File: src/rtl/core/lbfr_pkg.sv
// shared types and constants of the led bar frame renderer
`timescale 1ns / 1ps

package lbfr_pkg;

   localparam int MAX_LEDS   = 64;
   localparam int LED_W      = 6;
   localparam int CNT_W      = 7;
   localparam int PCT_W      = 7;
   localparam int COL_W      = 8;
   localparam int PROD_W     = 13;
   localparam int HALF_W     = 6;
   localparam int HOLD_W     = 17;
   localparam int STEP_HOLD_W = 16;
   localparam int REQ_DATA_W = 56;
   localparam int RSP_DATA_W = 32;
   localparam int CSR_IDX_W  = 3;
   localparam int CSR_DATA_W = 16;

   localparam logic [PCT_W-1:0] PCT_FULL = PCT_W'(100);
   localparam logic [CNT_W-1:0] CNT_MAX  = CNT_W'(MAX_LEDS);

   typedef enum logic [CSR_IDX_W-1:0] {
      REG_LED_COUNT   = 3'd0,
      REG_SYMMETRIC   = 3'd1,
      REG_BLANK_FILL  = 3'd2,
      REG_SECTOR_STEP = 3'd3,
      REG_SECTOR_HOLD = 3'd4
   } csr_index_type;

   typedef struct packed {
      logic [COL_W-1:0] red;
      logic [COL_W-1:0] green;
      logic [COL_W-1:0] blue;
   } rgb_type;

   // products registered at request time, resolved to a window later
   typedef struct packed {
      logic              mode;
      logic              symmetric;
      logic              dpos;
      logic [CNT_W-1:0]  n;
      logic [HALF_W-1:0] h;
      logic [PROD_W-1:0] prod_a;
      logic [PROD_W-1:0] prod_b;
   } frame_req_type;

   typedef struct packed {
      logic [CNT_W-1:0] lo;
      logic [CNT_W-1:0] hi;
   } window_type;

endpackage

File: src/rtl/core/led_bar_frame_renderer.sv
// top level of the led bar frame renderer: request register, frame engine, result register
`timescale 1ns / 1ps

// One request transfer asks for one frame; the block answers with one result transfer per
// led, index 0 up to n-1, with tlast on the final led, where n is led_count saturated to 64.
// The frame engine's led counter emits one led per cycle into the result register unless
// the result side stalls, and the next request is taken while the current frame streams, so
// frames follow each other with no gap while rsp_tready stays high. With a led count of zero
// a request is taken and dropped with no results and no change to the sector. Sector mode
// keeps its window edge and hold count across frames; a sector request with leds adds n to
// the hold count, and the edge steps down or wraps once that reaches the sector hold.
// Registers are to be written through the csr channel only while the block is idle; the
// block itself does not enforce this. csr_ready is always high.
module led_bar_frame_renderer (
   input  logic                                clock,
   input  logic                                reset,
   // request channel
   input  logic                                req_tvalid,
   output logic                                req_tready,
   // percentage, main_red, main_green, main_blue, alt_red, alt_green, alt_blue, zero pad
   input  logic [lbfr_pkg::REQ_DATA_W-1:0]     req_tdata,
   // mode
   input  logic                                req_tuser,
   // result channel
   output logic                                rsp_tvalid,
   input  logic                                rsp_tready,
   // led_index, out_red, out_green, out_blue, zero pad
   output logic [lbfr_pkg::RSP_DATA_W-1:0]     rsp_tdata,
   output logic                                rsp_tlast,
   // register write channel
   input  logic                                csr_valid,
   output logic                                csr_ready,
   input  logic [lbfr_pkg::CSR_IDX_W-1:0]      csr_index,
   input  logic [lbfr_pkg::CSR_DATA_W-1:0]     csr_data
);
   import lbfr_pkg::*;

   // configuration registers
   logic [CNT_W-1:0]       led_count_ff;
   logic                   symmetric_ff;
   logic                   blank_fill_ff;
   logic [PCT_W-1:0]       sector_step_ff;
   logic [STEP_HOLD_W-1:0] sector_hold_ff;

   // sector state
   logic [PCT_W-1:0]  sector_end_ff;
   logic [PCT_W-1:0]  sector_end_in;
   logic [HOLD_W-1:0] hold_ff;
   logic [HOLD_W-1:0] hold_in;

   // request register
   logic          p1_valid_ff;
   logic          p1_valid_in;
   frame_req_type p1_req_ff;
   frame_req_type p1_req_in;
   rgb_type       p1_main_ff;
   rgb_type       p1_alt_ff;

   // frame engine
   logic             eng_active_ff;
   logic [LED_W-1:0] led_ff;
   logic [LED_W-1:0] last_idx_ff;
   logic [CNT_W-1:0] lo_ff;
   logic [CNT_W-1:0] hi_ff;
   logic             black_ff;
   rgb_type          eng_main_ff;
   rgb_type          eng_alt_ff;

   // result register
   logic             rsp_valid_ff;
   logic [LED_W-1:0] rsp_led_ff;
   rgb_type          rsp_rgb_ff;
   logic             rsp_last_ff;

   logic             req_fire;
   logic             csr_fire;
   logic [CNT_W-1:0] n_eff;
   logic [PCT_W-1:0] pct_sat;
   logic [PCT_W:0]   end_diff;
   logic             diff_pos;
   logic [PCT_W-1:0] neg_span;
   logic [PCT_W-1:0] op_a;
   logic [PCT_W-1:0] op_b;
   logic [CNT_W-1:0] op_b_n;
   logic [HOLD_W-1:0] hold_sum;
   window_type       win;
   logic             out_free;
   logic             emit;
   logic             eng_last;
   logic             load;
   logic [CNT_W-1:0] led_ext;
   logic             use_main;
   rgb_type          led_rgb;

   assign csr_ready = 1'b1;
   assign csr_fire  = csr_valid && csr_ready;

   // --- request side: saturate, multiply, advance sector state

   assign n_eff    = (led_count_ff > CNT_MAX) ? CNT_MAX : led_count_ff;
   assign pct_sat  = (req_tdata[6:0] > PCT_FULL) ? PCT_FULL : req_tdata[6:0];
   // lower sector edge in percent, may go negative
   assign end_diff = {1'b0, sector_end_ff} - {1'b0, sector_step_ff};
   assign diff_pos = !end_diff[PCT_W] && (end_diff != '0);
   // size of the lower edge once it sits at zero or below
   assign neg_span = sector_step_ff - sector_end_ff;

   assign op_a   = req_tuser ? sector_end_ff : pct_sat;
   assign op_b   = req_tuser ? (diff_pos ? end_diff[PCT_W-1:0] : neg_span) : pct_sat;
   assign op_b_n = req_tuser ? n_eff : {1'b0, n_eff[CNT_W-1:1]};

   always_comb begin
      p1_req_in.mode      = req_tuser;
      p1_req_in.symmetric = symmetric_ff;
      p1_req_in.dpos      = diff_pos;
      p1_req_in.n         = n_eff;
      p1_req_in.h         = n_eff[CNT_W-1:1];
      p1_req_in.prod_a    = PROD_W'(op_a) * PROD_W'(n_eff);
      p1_req_in.prod_b    = PROD_W'(op_b) * PROD_W'(op_b_n);
   end

   assign hold_sum = hold_ff + HOLD_W'(n_eff);

   always_comb begin
      hold_in       = hold_ff;
      sector_end_in = sector_end_ff;
      if (req_fire && (n_eff != '0) && req_tuser) begin
         if (hold_sum >= HOLD_W'(sector_hold_ff)) begin
            hold_in       = '0;
            // wrap back to a full sector once the edge reaches zero or below
            sector_end_in = diff_pos ? end_diff[PCT_W-1:0] : PCT_FULL;
         end else begin
            hold_in = hold_sum;
         end
      end
   end

   // --- engine handshake

   assign out_free   = !rsp_valid_ff || rsp_tready;
   assign emit       = eng_active_ff && out_free;
   assign eng_last   = (led_ff == last_idx_ff);
   assign load       = p1_valid_ff && (!eng_active_ff || (emit && eng_last));
   assign req_tready = !p1_valid_ff || load;
   assign req_fire   = req_tvalid && req_tready;

   // zero-led requests are taken and dropped here
   always_comb begin
      if (req_fire && (n_eff != '0)) begin
         p1_valid_in = 1'b1;
      end else if (load) begin
         p1_valid_in = 1'b0;
      end else begin
         p1_valid_in = p1_valid_ff;
      end
   end

   lbfr_window u_window (
      .req (p1_req_ff),
      .win (win)
   );

   // --- per-led colour choice

   assign led_ext  = {1'b0, led_ff};
   assign use_main = (led_ext >= lo_ff) && (led_ext < hi_ff);

   always_comb begin
      if (use_main) begin
         led_rgb = eng_main_ff;
      end else if (black_ff) begin
         led_rgb = '0;
      end else begin
         led_rgb = eng_alt_ff;
      end
   end

   // --- registers

   always_ff @(posedge clock) begin
      if (reset) begin
         led_count_ff   <= CNT_W'(60);
         symmetric_ff   <= 1'b0;
         blank_fill_ff  <= 1'b0;
         sector_step_ff <= PCT_W'(10);
         sector_hold_ff <= STEP_HOLD_W'(1000);
      end else if (csr_fire) begin
         case (csr_index)
            REG_LED_COUNT:   led_count_ff   <= csr_data[CNT_W-1:0];
            REG_SYMMETRIC:   symmetric_ff   <= csr_data[0];
            REG_BLANK_FILL:  blank_fill_ff  <= csr_data[0];
            REG_SECTOR_STEP: sector_step_ff <= csr_data[PCT_W-1:0];
            REG_SECTOR_HOLD: sector_hold_ff <= csr_data[STEP_HOLD_W-1:0];
            default: ;
         endcase
      end
   end

   always_ff @(posedge clock) begin
      if (reset) begin
         sector_end_ff <= PCT_FULL;
         hold_ff       <= '0;
         p1_valid_ff   <= 1'b0;
      end else begin
         sector_end_ff <= sector_end_in;
         hold_ff       <= hold_in;
         p1_valid_ff   <= p1_valid_in;
      end
   end

   always_ff @(posedge clock) begin
      if (req_fire) begin
         p1_req_ff  <= p1_req_in;
         p1_main_ff <= '{red: req_tdata[14:7], green: req_tdata[22:15], blue: req_tdata[30:23]};
         p1_alt_ff  <= '{red: req_tdata[38:31], green: req_tdata[46:39], blue: req_tdata[54:47]};
      end
   end

   always_ff @(posedge clock) begin
      if (reset) begin
         eng_active_ff <= 1'b0;
         led_ff        <= '0;
      end else if (load) begin
         eng_active_ff <= 1'b1;
         led_ff        <= '0;
      end else if (emit) begin
         eng_active_ff <= !eng_last;
         led_ff        <= led_ff + LED_W'(1);
      end
   end

   always_ff @(posedge clock) begin
      if (load) begin
         lo_ff       <= win.lo;
         hi_ff       <= win.hi;
         last_idx_ff <= LED_W'(p1_req_ff.n - CNT_W'(1));
         black_ff    <= !p1_req_ff.mode && !p1_req_ff.symmetric && !blank_fill_ff;
         eng_main_ff <= p1_main_ff;
         eng_alt_ff  <= p1_alt_ff;
      end
   end

   always_ff @(posedge clock) begin
      if (reset) begin
         rsp_valid_ff <= 1'b0;
      end else if (emit) begin
         rsp_valid_ff <= 1'b1;
      end else if (rsp_tready) begin
         rsp_valid_ff <= 1'b0;
      end
   end

   always_ff @(posedge clock) begin
      if (emit) begin
         rsp_led_ff  <= led_ff;
         rsp_rgb_ff  <= led_rgb;
         rsp_last_ff <= eng_last;
      end
   end

   assign rsp_tvalid = rsp_valid_ff;
   assign rsp_tlast  = rsp_last_ff;
   assign rsp_tdata  = {2'b00, rsp_rgb_ff.blue, rsp_rgb_ff.green, rsp_rgb_ff.red, rsp_led_ff};

endmodule

File: src/rtl/core/lbfr_window.sv
// resolves registered percent products into the main-colour led window
`timescale 1ns / 1ps

module lbfr_window (
   input  lbfr_pkg::frame_req_type req,
   output lbfr_pkg::window_type    win
);
   import lbfr_pkg::*;

   localparam int DIV_SHIFT = 19;
   localparam logic [PROD_W-1:0] DIV_MUL = PROD_W'(5243);
   localparam logic [PROD_W-1:0] HUNDRED = PROD_W'(100);

   typedef struct packed {
      logic [CNT_W-1:0] q;
      logic             frac;
   } quot_type;

   // divide by 100 through a reciprocal, exact for the product range here
   function automatic quot_type div100(input logic [PROD_W-1:0] x);
      logic [2*PROD_W-1:0] prod;
      logic [PROD_W-1:0]   back;
      quot_type            res;
      prod     = (2*PROD_W)'(x) * (2*PROD_W)'(DIV_MUL);
      res.q    = prod[DIV_SHIFT +: CNT_W];
      back     = PROD_W'(res.q) * HUNDRED;
      res.frac = (back != x);
      return res;
   endfunction

   quot_type         qa;
   quot_type         qb;
   logic [CNT_W-1:0] idx_a;
   logic [CNT_W-1:0] idx_b;
   logic [CNT_W-1:0] sym_s;

   always_comb begin
      qa    = div100(req.prod_a);
      qb    = div100(req.prod_b);
      idx_a = qa.q + CNT_W'(qa.frac);
      idx_b = qb.q + CNT_W'(qb.frac);
      // end cover count, carries the frac of p*n rather than of p*h
      sym_s = CNT_W'(req.h) - qb.q + CNT_W'(qa.frac);
      if (req.mode) begin
         // an edge below zero truncates toward zero and still rounds up to led one
         // while its product stays under one hundred
         win.lo = req.dpos ? idx_b : CNT_W'((qb.q == '0) && qb.frac);
         win.hi = idx_a;
      end else if (req.symmetric) begin
         win.lo = sym_s;
         win.hi = req.n - sym_s;
      end else begin
         win.lo = '0;
         win.hi = idx_a;
      end
   end

endmodule

File: config.mk
export PLATFORM = sky130hd
export DESIGN_NAME = led_bar_frame_renderer
export DESIGN_NICKNAME = d
export VERILOG_FILES = /design/src/rtl/core/lbfr_pkg.sv /design/src/rtl/core/led_bar_frame_renderer.sv /design/src/rtl/core/lbfr_window.sv
export SDC_FILE = /design/constraint.sdc
export NUM_CORES = 1
export LEC_CHECK = 0
export BUFFER_PORTS_ARGS = -buffer_cell sky130_fd_sc_hd__buf_2
export CAP_MARGIN = 10
export CORE_ASPECT_RATIO = 0.5
export CORE_MARGIN = 2
export CORE_UTILIZATION = 55
export CTS_BUF_LIST = sky130_fd_sc_hd__clkbuf_2 sky130_fd_sc_hd__clkbuf_4 sky130_fd_sc_hd__clkbuf_8
export DETAILED_ROUTE_END_ITERATION = 8
export PLACE_DENSITY_LB_ADDON = 0.1
export SYNTH_ARGS = -nofsm -noshare
export SYNTH_HDL_FRONTEND = slang
export SYNTH_SLANG_ARGS = --single-unit
export TNS_END_PERCENT = 20
File: constraint.sdc
create_clock -name clock -period 26.2 [get_ports clock]
set_clock_uncertainty 0.05 [all_clocks]
set_input_delay 0 -clock clock [delete_from_list [all_inputs] [get_ports clock]]
set_output_delay 0 -clock clock [all_outputs]
set_load 0.02 [all_outputs]
Yosys cells after proc, flatten, opt, wreduce, memory -nomap -nowiden

Index checks and enable logic that the tools add are counted.

Multiply operators: 6
$add $sub $neg: 10
Reductions and logical operators: 36
Muxes and demuxes: 19
Magnitude comparators: 5
Eq/ne operators: 7

Operator list:

| operator                                              | count |
|---|---|
| 2-to-1 mux 7 bit                                      | 8 |
| multiplier 13 x 13 -> 26 bit (second input constant)  | 2 |
| 2-to-1 mux 24 bit                                     | 2 |
| 2-to-1 mux 14 bit                                     | 2 |
| multiplier 7 x 7 -> 13 bit                            | 2 |
| != test 13 bit                                        | 2 |
| multiplier 7 x 5 -> 11 bit (second input constant)    | 2 |
| adder 7 x 1 -> 7 bit                                  | 3 |
| adder 17 x 7 -> 17 bit                                | 1 |
| >= comparator 17 x 16 -> 1 bit                        | 1 |
| 2-to-1 mux 17 bit                                     | 1 |
| greater-than comparator 7 bit (second input constant) | 2 |
| subtractor 7 bit                                      | 2 |
| AND reduction 2 bit                                   | 6 |
| logical AND 1 bit                                     | 11 |
| zero test 1 bit                                       | 8 |
| nonzero test 8 bit                                    | 1 |
| subtractor 7 x 7 -> 8 bit                             | 1 |
| >= comparator 6 x 7 -> 1 bit                          | 1 |
| zero test 7 bit                                       | 1 |
| < comparator 6 x 7 -> 1 bit                           | 1 |
| nonzero test 7 bit                                    | 1 |
| subtractor 6 x 7 -> 7 bit                             | 1 |
| adder 6 x 1 -> 6 bit (second input constant)          | 1 |
| other kinds (10)                                      | 20 |

Input port bits: 81
Bits in registers: 255

Depth between registers and ports, before layout

Gate-level depths: netlist (run 1).

Depth in word-level cells: 11
Mapped depth: 45
Gate-level depth less buffers: 45

Hierarchy

From an unflattened synthesis (run 1), not the netlist that was laid out.

Cell total of the unflattened synthesis: 2,070
Area total of the unflattened synthesis: 21,793.4 µm²

By module, submodules not included:

| module                 | instances | area an instance (µm²) | cells an instance |
|---|---|---|---|
| led_bar_frame_renderer | 1         | 13,501.7               | 1,193 |
| lbfr_window            | 1         | 8,291.7                | 877 |

Worst setup path after synthesis (run 1)

No wires, ideal clock.

Kind: flip-flop to flip-flop
Start point: register p1_req_ff[23] in the netlist's numbering
End point: register hi_ff[6], data pin
Slack: 16.159 ns
Stages on the path, launching flop included: 44
Data required time: 25.890 ns
Arrival: 9.731 ns
Cells stage by stage: edfxtp_1 fa_1 ha_1 inv_1 fa_1 inv_1 fa_1 inv_1 fa_1 inv_1 ha_1 and3_1 nand2_1 nand2_1 a2111oi_0 a21boi_2 xor2_1 ha_1 (+8 left out) a21oi_1 xnor2_1 nand3_1 nor4_1 ha_1 inv_1 ha_1 fa_1 a21o_1 a21oi_1 xnor2_1 ha_1 a21boi_0 or3_1 o2111ai_1 xnor2_1 xnor2_1 mux2_2

RTL lines:

| element                  | RTL line                      | source |
|---|---|---|
| start: declaration       | led_bar_frame_renderer.sv:54  | `frame_req_type p1_req_ff;` |
| start signal: assignment | led_bar_frame_renderer.sv:213 | `p1_req_ff <= p1_req_in;` |
| end signal: assignment   | led_bar_frame_renderer.sv:235 | `hi_ff <= win.hi;` |
| end: declaration         | led_bar_frame_renderer.sv:64  | `logic [CNT_W-1:0] hi_ff;` |

==> metrics, run 1 <==
Final ANT Viol Nets 0; ant diodes 0; Vias/cell about 5.4; Seq/Total Area, Yosys 0.302; kind of critical path flop to flop; Worst Hold Slack between 0.09 and 0.1 ns; CP Max Fanout 5; DRT iter0 DRCs 870; Finished Core Util 0.623; Worst Path Required 26.47 ns; Worst-Skew Late Latency around 0.59 ns; Crit-path slowest cell fa_1; GRT Util Overall 0.236; max-slew violations 0; synthesized area about 23,000 sq um; RSZ-0062 raised after global routing no; Slew HR 0.344; DR top layer met4; met3 wire len about 2800 um; Tmin final ~11 ns; Syn-to-layout area delta 11.7%; DIE AREA 42,800 sq um; post-route setup TNS 0 ns; worst slew pin tran just under 1 ns; leading cell type in the layout, fill and taps excluded ha_1; port bufs approximately 110; worst endpoint data arrival time 11.47 ns; yosys warns 0; Die X 290 um; Overflow after GRT 0; Post-synth EDFFs 184; hpwl dp about 37,000 um; CP endpoint kind flop; num ports ~120; fraction of layout cells with a size suffix above 1 0.101; Routed WL 48,500 um; Largest stage delay, worst path ~0.57 ns; pin count of the biggest net entering global routing 71; Cells after Synth 2,179; commonest cells after routing, fill and taps aside ha_1 (365), inv_1 (347), edfxtp_1 (184); Final #Nets about 3,000; # setup viols final 0; Die Ht between 100 and 150 um; FP Rows 52; Async S/R FF share, synth 0; met2 wire len approximately 22,000 um; Wirelength per Cell 16.5 um; Hold WC Path Type input pin to flop; Synth Flop Type edfxtp_1; Seq cells post-synth ~250; CP bufs+invs 7; Num CTS Buffers 38; post-CTS setup buffer count 0; max_cap viols 0; fmax approximately 90 MHz; status finished clean; residual DRC count 0; root buf cell clkbuf_8; 1st-pass router iterations 6; M1 WL between 20,000 and 25,000 um; first-pass GRT wire length between 80,000 and 90,000 um; CTS tree yes; # fillers approximately 3,400; initial core utilization 0.558; Fin. Hold Viols 0; clock tree buffer depth 3; initial antenna violation count 0; vias in the first global route about 16,000; gpl congestion around 0.86; CTS H-tree lvls 2; element type at the critical path start flop; Crit path top cell by count ha_1; DR vias between 15,000 and 20,000; clk slew on worst S/H paths roughly 0.070 ns; Synth Area per Inst between 10 and 15 sq um; core footprint approximately 40,000 sq um; Sink Count ~250; Yosys cell types 82; Final Cycle Share 0.427; Crit path max-delay family adder cells
==> final cells by class <==
type                    instances  area (sq um)  share of cell area
flip-flops and latches        249          6830               0.271
multi-input cells            1525         14200               0.564
clock buffers                  46           602              0.0239
inverters                     350          1310              0.0521
repair buffers                198          1410              0.0558
well taps                     540           676              0.0268
clock inverters                24           163             0.00645
==> metrics by stage <==
| step | instances | cell area, sq um | setup slack, ns |
|---|---|---|---|
| after floorplan | 2180 | 22600 | 16.16 |
| after global placement | 2782 | 23600 | 15.14 |
| after detailed placement | 2782 | 23600 | 15.08 |
| after CTS | 2932 | 25200 | 15.03 |
| after global routing | 2932 | 25200 | 14.36 |
| final | 2932 | 25200 | 15.00 |
==> timing repair <==
| action | CTS | global route |
|---|---|---|
| hold buffers | 80 | 0 |
| gates resized for setup | 0 | 0 |
| setup endpoints to repair | 0 | 0 |
| hold endpoints to repair | 106 | 0 |
==> layer usage <==
metal | vias up | track usage
met5 | - | 0
met4 | 0 | 0.0404
met3 | 57 | 0.0502
met2 | 325 | 0.380
met1 | 7561 | 0.333
li1 | 7782 | -
==> flip-flops by register name, indices dropped and copies added (netlist names), 7 cells and up <==
signal,count
eng_alt_ff,24
eng_main_ff,24
hi_ff,7
hold_ff,17
led_count_ff,7
lo_ff,7
p1_alt_ff,24
p1_main_ff,24
p1_req_ff,36
rsp_tdata,24
sector_end_ff,7
sector_hold_ff,16
sector_step_ff,7
==> logic make-up (layout without fill, tap and decap cells) <==
group | count (synthesis) | count (layout) | synth area share
AND/OR/NAND/NOR | 532 | 532 | 0.119
AO/OA/AOI/OAI | 288 | 288 | 0.0850
multiplexers | 41 | 41 | 0.0198
other | 2 | 3 | 0.000333
XOR/XNOR | 127 | 127 | 0.0531
buffers and inverters | 406 | 618 | 0.0684
adder cells (fa/ha/maj) | 534 | 534 | 0.352
flip-flops | 249 | 249 | 0.302
==> synthesized netlist by cell type, types with 18 or more instances <==
master | n | area share
mux2_2 | 29 | 0.014
edfxtp_1 | 184 | 0.24
xnor2_1 | 86 | 0.033
nand4_1 | 18 | 0.0050
a21o_1 | 45 | 0.015
dfxtp_1 | 65 | 0.058
nand2_1 | 168 | 0.028
xor2_1 | 34 | 0.013
nor2_1 | 77 | 0.013
ha_1 | 365 | 0.20
fa_1 | 169 | 0.15
o21ai_0 | 37 | 0.0082
clkbuf_1 | 40 | 0.0067
nor2b_1 | 48 | 0.013
nand2b_1 | 25 | 0.0069
inv_1 | 347 | 0.058
nand3_1 | 51 | 0.011
nor3_1 | 47 | 0.010
a21oi_1 | 100 | 0.022
==> worst reg2reg max path, delay by kind of cell (launching register included) <==
family                   cells  cell delay, ns
multiplexers                 1            0.27
AO/OA/AOI/OAI               11            2.22
XOR/XNOR                     5            1.11
buffers and inverters        7            0.50
AND/OR/NAND/NOR              5            1.09
flip-flops                   1            0.51
adder cells (fa/ha/maj)     14            5.18
==> path summary, 6_finish.rpt <==
| kind | slack, ns | depth (start not counted) | from | to |
|---|---|---|---|---|
| worst max-delay path | 15.00 | 43 | p1_req_ff[17]$_DFFE_PP_ | hi_ff[6]$_DFFE_PP_ |
| worst min-delay path | 0.09 | 2 | req_tdata[28] | p1_main_ff[5]$_DFFE_PP_ |
| worst max register to register | 15.00 | 43 | p1_req_ff[17]$_DFFE_PP_ | hi_ff[6]$_DFFE_PP_ |
| worst min register to register | 0.37 | 0 | p1_alt_ff[1]$_DFFE_PP_ | eng_alt_ff[1]$_DFFE_PP_ |
Power of run 1 is left out: the tool's default activity adds up to more than one toggle a clock period on the data nets, which glitch-free logic cannot reach.
==> run 2, diff against run 1 <==
clock period = 11.67 ns   (was 26.2 ns; I/O delays follow)
==> run 2 against run 1 <==
Sequential cell count stayed put. Critical path depth down 2. First-iteration DRC count is 3.1% higher. Cell area increased by 0.32%. Fmax up 2.5%. Clock-buffer cell count is 8 higher. Non-clock buffer count decreased by 1. Worst hold slack got worse by 0.030 ns.
==> metrics, run 2 (same netlist as run 1, synthesis figures left out) <==
max_cap viols 0 (unchanged); Hold WC Path Type input pin to flop; Sink Count 249 (unchanged); kind of critical path flop to flop; GRT Util Overall 0.231 (-0.00436); commonest cells after routing, fill and taps aside ha_1 (365), inv_1 (347), edfxtp_1 (184); post-CTS setup buffer count 0 (unchanged); RSZ-0062 raised after global routing no; Largest register FFs 36 (unchanged); Crit Reg-Reg Startpoint p1_req_ff[23]$_DFFE_PP_; pin count of the biggest net entering global routing 71 (unchanged); element type at the critical path start flop; Worst Hold Slack 0.0631 ns (-0.0297 ns); clk slew on worst S/H paths 0.07 ns (about the same); CP endpoint kind flop; Reg area 6830 sq um (unchanged); Die X 290 um (unchanged); # fillers 3,379 (-1.0%); CP bufs+invs 5 (-2); vias in the first global route 15,477 (-2.9%); # setup viols final 0 (unchanged); Worst-Skew Late Latency 0.57 ns (-0.02 ns); Num CTS Buffers 38 (unchanged); CP Max Fanout 8 (+3); Largest stage delay, worst path 0.61 ns (+0.04 ns); Vias/cell 5.34 (-0.43%); initial antenna violation count 0 (unchanged); FP Rows 52 (unchanged); Syn-to-layout area delta 12.0%; DRT iter0 DRCs 897 (+3.1%); post-route setup TNS 0 ns (unchanged); Routed WL 48,100 um (-0.89%); Overflow after GRT 0 (unchanged); 1st-pass router iterations 5 (-1); leading cell type in the layout, fill and taps excluded ha_1; first-pass GRT wire length 79,800 um (-1.5%); Top reg by flops p1_req_ff; DR vias 15,652 (-0.46%); Crit path top cell by count ha_1; Slew HR 0.342 (-0.00225); core footprint 40,500 sq um (unchanged); Final Cycle Share 0.936 (+0.509); worst slew pin tran 0.983 ns (+0.00336 ns); Crit-path slowest cell edfxtp_1; fraction of layout cells with a size suffix above 1 0.103 (+0.00255); Fin. Hold Viols 0 (unchanged); multi-input logic area 14,200 sq um (unchanged); Worst Path Required 11.92 ns (-14.55 ns); gpl congestion 0.887 (+2.9%); ant diodes 0 (unchanged); Die Ht 147 um (unchanged); CP startpoint p1_req_ff[23]$_DFFE_PP_; status finished clean; design area 25,300 sq um (+0.32%); clock tree buffer depth 3 (unchanged); worst endpoint data arrival time 11.18 ns (-0.29 ns); Hold Path Origin reset; Placed Area 23,700 sq um (about the same); Final ANT Viol Nets 0 (unchanged); DIE AREA 42,800 sq um (unchanged); Crit path max-delay family adder cells; initial core utilization 0.558 (unchanged); CTS tree yes; residual DRC count 0 (unchanged); CTS H-tree lvls 2 (unchanged); fmax 91.5 MHz (+2.5%); Wirelength per Cell 16.4 um (-0.86%); root buf cell clkbuf_8; Tmin final 10.93 ns (-0.270 ns); Final #Nets 2,976 (-0.034%); num ports 117 (unchanged); port bufs 112 (unchanged); max-slew violations 0 (unchanged); hpwl dp 37,000 um (-0.88%)
[run 2: final cells by class]
type | count | share of cell area
Clock buffer | 54 | 0.0264
Clock inverter | 16 | 0.00757
Inverter | 350 | 0.0520
Multi-Input combinational cell | 1525 | 0.562
Sequential cell | 249 | 0.270
Tap cell | 540 | 0.0267
Timing Repair Buffer | 197 | 0.0550
[run 2: metal layers]
metal	wire length, um	track usage	up-vias	share of wire
met3	2770	0.0348	61	0.058
met5	0	0	-	0
met1	23600	0.345	7472	0.49
met4	582	0.0373	0	0.012
met2	21100	0.364	352	0.44
li1	-	-	7767	-
[run 2: final timing paths]
path                                             endpoint  slack, ns  cells after the start
worst max register to register         hi_ff[6]$_DFFE_PP_       0.74                     41
worst max-delay path                   hi_ff[6]$_DFFE_PP_       0.74                     41
worst min-delay path              hold_ff[5]$_SDFFE_PP0P_       0.06                      3
worst min register to register  eng_main_ff[11]$_DFFE_PP_       0.36                      0
[run 2: worst min-delay path, cell delays in order]
cell	delay [ns]
buf_2	0.09
buf_4	0.34
a21oi_1	0.20
[run 2: stage by stage]
step	instances	util	setup slack, ns
floorplan	2180	-	1.63
global placement	2784	0.585	0.869
detailed placement	2784	0.585	0.683
CTS	2931	0.625	0.702
global route	2931	0.625	0.0226
finish	2931	0.625	0.741
[run 2: what timing repair did]
| item | 4_1_cts | 5_1_grt |
|---|---|---|
| hold buffers | 77 | 0 |
| resized for setup | 0 | 0 |
| setup endpoints to repair | 0 | 0 |
| endpoints found under the hold margin | 107 | 0 |
Power of run 2 is left out for the same reason.
